<file path="src/design/gchsc_pkg.sv">
// ----------------------------------------------------------------------------
// gchsc_pkg: shared types and constants for the cell height classifier
// Point and layer statistic types, map limits and register indexes.
// ----------------------------------------------------------------------------
package gchsc_pkg;

  localparam int HEIGHT_BITS   = 24;
  localparam int MAX_CELL_COLS = 1024;
  localparam int ROW_LIMIT     = 1024;

  // line buffer holds one point row
  localparam int LB_DEPTH = MAX_CELL_COLS + 1;
  localparam int LB_AW    = $clog2(LB_DEPTH);

  // configuration port
  localparam int CFG_IDX_W   = 2;
  localparam int CFG_DATA_W  = 24;
  localparam int DELTA_W     = 24;
  localparam int CFG_COUNT_W = 11;

  localparam logic [CFG_IDX_W-1:0] REG_SLOPE_LIMIT = 2'd0;
  localparam logic [CFG_IDX_W-1:0] REG_CELL_COLS   = 2'd1;
  localparam logic [CFG_IDX_W-1:0] REG_CELL_ROWS   = 2'd2;

  localparam logic [DELTA_W-1:0]     DELTA_RESET = DELTA_W'(256);
  localparam logic [CFG_COUNT_W-1:0] COLS_RESET  = CFG_COUNT_W'(1024);
  localparam logic [CFG_COUNT_W-1:0] ROWS_RESET  = CFG_COUNT_W'(1024);

  // comparison width for column and row counts
  localparam int CMP_W = (LB_AW > CFG_COUNT_W) ? LB_AW : CFG_COUNT_W;
  localparam int ROW_W = $clog2(ROW_LIMIT + 1);
  localparam int COORD_W = 10;

  localparam int IN_DATA_W  = 56;
  localparam int OUT_DATA_W = 72;

  typedef logic signed [HEIGHT_BITS-1:0] height_t;

  typedef struct packed {
    logic    bridge_inf;
    height_t bridge_height;
    logic    terrain_inf;
    height_t terrain_height;
  } point_t;

  typedef struct packed {
    height_t mn;
    height_t mx;
    logic    inf;
  } layer_stat_t;

endpackage

</file>
<file path="src/design/gchsc_layer_reduce.sv">
// ----------------------------------------------------------------------------
// gchsc_layer_reduce: corner statistics of one layer
// Minimum, maximum and infinity over the four corners of a window.
// ----------------------------------------------------------------------------
module gchsc_layer_reduce import gchsc_pkg::*; (
  input  height_t     h_nw,
  input  height_t     h_ne,
  input  height_t     h_sw,
  input  height_t     h_se,
  input  logic        i_nw,
  input  logic        i_ne,
  input  logic        i_sw,
  input  logic        i_se,
  output layer_stat_t stat
);

  height_t mn_n;
  height_t mn_s;
  height_t mx_n;
  height_t mx_s;

  always_comb begin
    mn_n = (h_ne < h_nw) ? h_ne : h_nw;
    mx_n = (h_ne > h_nw) ? h_ne : h_nw;
    mn_s = (h_se < h_sw) ? h_se : h_sw;
    mx_s = (h_se > h_sw) ? h_se : h_sw;
    stat.mn  = (mn_s < mn_n) ? mn_s : mn_n;
    stat.mx  = (mx_s > mx_n) ? mx_s : mx_n;
    stat.inf = i_nw | i_ne | i_sw | i_se;
  end

endmodule

</file>
<file path="config.mk">
export PLATFORM = sky130hd
export DESIGN_NAME = gchsc_layer_reduce
export DESIGN_NICKNAME = d
export VERILOG_FILES = /design/src/design/gchsc_pkg.sv /design/src/design/gchsc_layer_reduce.sv
export SDC_FILE = /design/constraint.sdc
export NUM_CORES = 1
export LEC_CHECK = 0
export BUFFER_PORTS_ARGS = -buffer_cell sky130_fd_sc_hd__buf_2
export CORE_UTILIZATION = 57
export DETAILED_ROUTE_END_ITERATION = 10
export PLACE_DENSITY = 0.95
export SYNTH_ARGS = -nofsm -noshare
export SYNTH_HDL_FRONTEND = slang
export SYNTH_SLANG_ARGS = --single-unit
</file>
<file path="constraint.sdc">
create_clock -name vclk -period 12.8
set_input_delay 1.92 -clock vclk [all_inputs]
set_output_delay 1.92 -clock vclk [all_outputs]
set_load 0.01 [all_outputs]
</file>
==> flow_summary.yaml <==
global_routing:
  first_global_vias: 4388
  grt_pass1_wl_um: 19900
  grt_max_degree: 47
  grtUsageTotal: 0.331
  gr-total-overflow: 0
  antenna_found_initial: 0
power_and_ir_drop:
  pwr_density_cell_nw_per_um2: 105
  power.total_w: 0.000517
  p_leak_nw: 3.01
  vdd_drop_max_mv: 0.0727
drt:
  drt_wl_total_um: 12800
  routedWlPerCell_um: 16.5
  first_pass_iters: 5
  drt_iter0_drc: 320
  avgViaCountPerCell: 5.84
  vias: 4529
  drc: 0
  postRouteAntennaNets: 0
timing:
  fin_hold_ws_ns: 4.11
  period_needed_ns: 10.12
  fin_ws_ns: 2.68
  setup_viol: 0
  final.setup.tns_ns: 0
  drv_slew: 0
  clock.fmax_ghz: 0.0988
  post-route-period-util: 0.791
  max_slew.worst_pin.slew_ns: 1.10
  rsz0062_at_grt: "no"
  slew_headroom: 0.250
  hold_viol_final: 0
worst_setup_path:
  cp-start-kind: "input pin"
  cp.required_ns: 10.88
  crit_fanout: 24
  critPathCaptureType: "output pin"
  critPathKind: "input pin to output pin"
  critPathArrivalTime_ns: 8.20
layout:
  final_cell_mix: "buf_2 (149), mux2i_1 (119), inv_1 (96), ha_1 (95), a21oi_1 (57)"
  diodes: 0
  drive_above_1_share: 0.241
  seqCellArea_um2: 0
  seq_cells: 0
  syn2layout_area_growth_pct: 19.1
  instances_no_fill: 776
  final_common_cell: "buf_2"
  clockBufferCount: 0
  nNetsFinal: 877
floorplanning:
  die_w_um: 87.0
  rows: 30
  dieHeight_um: 87.0
  design.core.area_um2: 6910
  dieArea_um2: 7580
  start_util: 0.597
  ioPinCount: 149
clock_tree:
  cts_setup_buffers: 0
  post_cts_resized: 0
  cts_hold_buf: 0
logic_synthesis:
  synth.distinct_cells: 47
  synth_area_um2: 4120
  synth_fp_nets: 739
  synthSimpleGateAreaFrac: 0.136
  avgSynthCellArea_um2: 7.58
  synth-xor-area-share: 0.00789
  synthCells: 544
  synthMuxAreaShare: 0.294
  yosys_warnings: 0
  synth_top_family_by_area: "multiplexers"
  synthAdderAreaFrac: 0.288
  synth.area.top_cells: "mux2i_1 (29%), ha_1 (29%), inv_1 (8.7%)"
  yosysTopAreaCellShare: 0.289
  ys_seq_area_frac: 0
  synth-compound-area-share: 0.157
  yosys.area.top_type: "mux2i_1"
placement:
  dpl.cell_count: 776
  portBuffers: 149
  dpl.hpwl_um: 11300
  gp_congestion: 0.975
  place_ws_ns: 2.79
min_path:
  hold_path_class: "input pin to output pin"
  worstHoldPathCells: 3
status:
  outcome: "complete, no violations"
run:
  cap_viol_max_count: 0
==> synthesized netlist by cell type (2+ instances only) <==
library cell	number
nor2_1	35
nand3b_1	2
o21a_1	2
mux2i_1	119
a21oi_1	57
nand2b_1	4
o211ai_1	3
a21o_1	14
a41oi_1	2
nor3_1	5
buf_6	2
nand3_1	6
ha_1	95
nand2_1	21
buf_12	2
a211o_1	2
nor4_1	2
o21ai_0	13
inv_1	96
buf_2	5
nor2b_1	8
nand4_1	18
a2bb2oi_1	2
clkbuf_1	6
==> layer usage <==
layer | part of all wire | up-vias | global-route usage
met3 | 0.059 | 30 | 0.00853
met2 | 0.46 | 179 | 0.567
met5 | 0 | - | 0
met1 | 0.46 | 2104 | 0.461
li1 | - | 2216 | -
met4 | 0.024 | 0 | 0.0682
==> through the flow <==
stage                     instance area [um2]   util
after floorplan                          4120      -
after global placement                   4910  0.711
after detailed placement                 4910  0.711
after CTS                                4910  0.711
after global routing                     4910  0.711
final                                    4910  0.711
==> power breakdown <==
group | total [W] | internal, W | switching [W]
combinational | 0.000517 | 0.000221 | 0.000296
sequential | 0 | 0 | 0
clock | 0 | 0 | 0
==> worst max-delay path, stage by stage <==
cell and delay (ns):
buf_2 0.10, inv_1 0.04, ha_1 0.46, nand4_1 0.20
nor4_1 0.42, o31a_1 0.24, nor2_1 0.11, xnor2_4 0.81
a21o_1 0.52, buf_4 0.37, mux2i_1 0.34, inv_1 0.08
ha_1 0.31, nand4_1 0.10, nor4_1 0.45, o21a_1 0.20
a211oi_1 0.08, nor2b_2 0.59, buf_4 0.37, mux2i_1 0.30
buf_2 0.18
==> area by class of cell <==
type / instances / area [um2]
fill: 608 / 2000
inverter: 96 / 360
multi-input combinational: 431 / 3650
tap: 96 / 120
timing repair buffer: 153 / 776
==> worst paths after layout <==
kind,from,end,slack (ns)
min,i_sw,stat[0],4.11
max,h_sw[23],stat[14],2.68
==> cell families (layout without fill, tap and decap cells) <==
family                     after synthesis  count (layout)
xor gates and xnor gates                 2               2
adders and majority gates               95              95
muxes                                  120             120
and+or+nand+nor                        110             110
buffers and inverters                  113             249
AOI/OAI and AO/OA                      104             104
Note: power is estimated with default switching activity, not from simulation.
