**config.mk**
```make
export PLATFORM = sky130hd
export DESIGN_NAME = gchsc_layer_eval
export DESIGN_NICKNAME = d
export VERILOG_FILES = /design/src/design/gchsc_pkg.sv /design/src/design/gchsc_layer_eval.sv
export SDC_FILE = /design/constraint.sdc
export NUM_CORES = 1
export LEC_CHECK = 0
export BUFFER_PORTS_ARGS = -buffer_cell sky130_fd_sc_hd__clkbuf_2
export CORE_ASPECT_RATIO = 0.75
export CORE_MARGIN = 2
export CORE_UTILIZATION = 45
export DETAILED_ROUTE_END_ITERATION = 12
export PLACE_DENSITY = 0.79
export SLEW_MARGIN = 20
export SYNTH_ARGS = -nofsm -noshare
export SYNTH_HDL_FRONTEND = slang
export SYNTH_SLANG_ARGS = --single-unit
```
**constraint.sdc**
```tcl
create_clock -name vclk -period 9.4
set_input_delay 1.41 -clock vclk [all_inputs]
set_output_delay 1.41 -clock vclk [all_outputs]
set_load 0.05 [all_outputs]
```
**src/design/gchsc_pkg.sv**
```systemverilog
// ----------------------------------------------------------------------------
// gchsc_pkg: shared types and constants for the cell height classifier
// Point and layer statistic types, map limits and register indexes.
// ----------------------------------------------------------------------------
package gchsc_pkg;

  localparam int HEIGHT_BITS   = 24;
  localparam int MAX_CELL_COLS = 1024;
  localparam int ROW_LIMIT     = 1024;

  // line buffer holds one point row
  localparam int LB_DEPTH = MAX_CELL_COLS + 1;
  localparam int LB_AW    = $clog2(LB_DEPTH);

  // configuration port
  localparam int CFG_IDX_W   = 2;
  localparam int CFG_DATA_W  = 24;
  localparam int DELTA_W     = 24;
  localparam int CFG_COUNT_W = 11;

  localparam logic [CFG_IDX_W-1:0] REG_SLOPE_LIMIT = 2'd0;
  localparam logic [CFG_IDX_W-1:0] REG_CELL_COLS   = 2'd1;
  localparam logic [CFG_IDX_W-1:0] REG_CELL_ROWS   = 2'd2;

  localparam logic [DELTA_W-1:0]     DELTA_RESET = DELTA_W'(256);
  localparam logic [CFG_COUNT_W-1:0] COLS_RESET  = CFG_COUNT_W'(1024);
  localparam logic [CFG_COUNT_W-1:0] ROWS_RESET  = CFG_COUNT_W'(1024);

  // comparison width for column and row counts
  localparam int CMP_W = (LB_AW > CFG_COUNT_W) ? LB_AW : CFG_COUNT_W;
  localparam int ROW_W = $clog2(ROW_LIMIT + 1);
  localparam int COORD_W = 10;

  localparam int IN_DATA_W  = 56;
  localparam int OUT_DATA_W = 72;

  typedef logic signed [HEIGHT_BITS-1:0] height_t;

  typedef struct packed {
    logic    bridge_inf;
    height_t bridge_height;
    logic    terrain_inf;
    height_t terrain_height;
  } point_t;

  typedef struct packed {
    height_t mn;
    height_t mx;
    logic    inf;
  } layer_stat_t;

endpackage

```
**src/design/gchsc_layer_eval.sv**
```systemverilog
// ----------------------------------------------------------------------------
// gchsc_layer_eval: cell height and blocked flag of one layer
// Floored midpoint of min and max, range against the threshold.
// ----------------------------------------------------------------------------
module gchsc_layer_eval import gchsc_pkg::*; (
  input  layer_stat_t        stat,
  input  logic [DELTA_W-1:0] slope_limit,
  output height_t            cell_height,
  output logic               cell_inf,
  output logic               blocked
);

  logic signed [HEIGHT_BITS:0] sum;
  logic signed [HEIGHT_BITS:0] span;

  always_comb begin
    sum  = $signed({stat.mn[HEIGHT_BITS-1], stat.mn})
         + $signed({stat.mx[HEIGHT_BITS-1], stat.mx});
    span = $signed({stat.mx[HEIGHT_BITS-1], stat.mx})
         - $signed({stat.mn[HEIGHT_BITS-1], stat.mn});
    cell_inf = stat.inf;
    if (stat.inf) begin
      cell_height = '0;
      blocked     = 1'b1;
    end else begin
      // arithmetic halving floors toward minus infinity
      cell_height = sum[HEIGHT_BITS:1];
      blocked     = ($unsigned(span) >= (HEIGHT_BITS+1)'(slope_limit));
    end
  end

endmodule

```
==> summary.txt <==
Worst setup path
  – CP max FO: 6
  – Worst EP arrival: roughly 5.3 ns
  – Worst endpoint required time: 7.99 ns
  – Startpoint types: primary input
  – Crit Path Class: primary input to primary output
  – Worst Setup End Kind: primary output

STA
  – Pins Over Slew Limit: 0
  – Slew headroom: 52.70%
  – FMAX: 0.1482 GHz
  – Fin. Hold Viols: 0
  – Fin crit share: 71.77%
  – Setup TNS Final: 0 ns
  – RSZ-0062 raised after global routing: no
  – Min Tclk post-route: 6.746 ns
  – Final setup violation count: 0
  – Final worst setup slack: 2.654 ns
  – Slew @ Worst Pin: 0.7094 ns

Floorplanning
  – Initial core utilization: 45.67%
  – Core area: 7229 sq um
  – Die Span Y: 78.19 um
  – Chip width: 102.9 um
  – Die area: roughly 8000 sq um
  – Num rows: 27
  – I/O pin total: 99

Worst hold path
  – Hold WC Path Type: primary input to primary output

Outcome
  – Run status: completed

Cells and area
  – Commonest non-fill, non-tap cells in the layout: clkbuf_2, inv_1, ha_1
  – FFs & Latches: 0
  – Area grow syn2layout: 16.75%
  – Layout clock buffer count: 0
  – Reg area: 0 sq um
  – Final net count: approximately 700
  – Share of cells above drive strength 1: 20.60%
  – Commonest non-fill, non-tap cell in the layout: clkbuf_2
  – Antenna diodes: 0

Routing
  – DR pass1 iterations: 5
  – Wire length per cell: 13.60 um
  – 1st-iter DRT viols: 358
  – DRC: 0
  – Post-DRT Antenna Nets: 0
  – DR vias: between 3000 and 4000
  – WL final: 9098 um
  – Via density: 5.532

GRT
  – Total Routing Usage GR: between 20 and 25%
  – Largest net degree at the start of global routing: 33
  – Initial antenna violation count: 0
  – First-pass GRT wire length: 14980 um
  – Vias in the first global route: 3271
  – GRT overflow: 0

Yosys
  – Syn_area_per_cell: 6.794 sq um
  – Post-Syn Instances: 486
  – Yosys warns: 0
  – Top cells by area, synth: ha_1, inv_1, xnor2_1
  – Mapped cell area: 3302 sq um
  – Register area share after synthesis: 0%
  – Largest area contributor in the netlist: ha_1
  – Synth cell types: between 50 and 60
  – Synthesized net count: 633
  – Yosys top cell area share: 27.28%

CTS
  – Cts repair resizes: 0
  – Post-CTS Setup Bufs: 0
  – Hold-fix buffers, CTS: 0

Placed design
  – DP Worst Slack: 2.649 ns
  – Input/output buffers: 99
  – Routability congestion estimate from global placement: between 0.9 and 1
  – DP HPWL: 7876 um

Flow run
  – Maxcap violations: 0

Power
  – VDD IR max: 0.04148 mV
  – P_leak: about 2.1 nW
  – Power per cell area: around 83 nW/um^2
[through the flow]
step	utilization [%]	instance area, sq um	total power [mW]	hold slack, ns	cells
2_1_floorplan	-	3302	0.2394	2.987	486
3_3_place_gp	53.32	3855	0.3063	3.470	669
3_5_place_dp	53.32	3855	0.3147	3.478	669
4_1_cts	53.32	3855	0.3163	3.482	669
5_1_grt	53.32	3855	0.3514	3.552	669
6_report	53.32	3855	0.3191	3.489	669
[cell families (layout without fill, tap and decap cells)]
| kind of cell | after synthesis | count (layout) | share of synthesized area (%) |
|---|---|---|---|
| simple gates | 144 | 144 | 21.60 |
| compound gates | 141 | 141 | 29.86 |
| buf+inv | 94 | 176 | 10.84 |
| fa+ha+maj | 74 | 74 | 28.50 |
| xor+xnor | 27 | 27 | 7.162 |
| mux | 6 | 6 | 2.046 |
[worst paths after layout]
check                    start               to  slack, ns  cells after the start
worst max-delay path   stat[1]          blocked       2.65                     17
worst min-delay path  stat[48]  cell_height[23]       3.49                      5
[area by class of cell]
type | count | area, sq um
fillers | 743 | 3374
multi-input cells | 392 | 2944
repair buffers | 99 | 495.5
inverters | 77 | 289.0
well taps | 101 | 126.4
[power breakdown]
part / internal (mW) / switching (mW) / total (mW)
Clock: 0 / 0 / 0
Combinational: 0.121 / 0.198 / 0.319
Sequential: 0 / 0 / 0
[synth_stat cells (all sizes together) (8+ instances only)]
cell type / n
o21ai: 23
inv: 76
nor3: 13
nor2b: 13
nand2: 16
ha: 72
nand2b: 9
a21oi: 41
xnor2: 25
nand3: 11
a21o: 13
o31ai: 8
clkbuf: 14
nor2: 55
[critical path: stages]
cell	delay, ns
clkbuf_2	0.09
inv_1	0.04
ha_1	0.21
fa_1	0.41
nor2b_1	0.13
o21ai_1	0.10
a211oi_2	0.33
o21ai_1	0.15
a2111o_1	0.47
a21o_1	0.19
a211oi_1	0.22
ha_1	0.28
a21o_1	0.15
a2111oi_0	0.45
o221a_2	0.27
o311ai_0	0.15
clkbuf_2	0.27
[metal layers]
metal	GRT usage (%)	share of wire, %	routed length [um]
met5	0	0	0
met4	1.316	0.29	26
met3	1.336	6.4	583
met2	33.90	42	3777
met1	34.70	52	4711
Power figures use the tool's default switching activity.
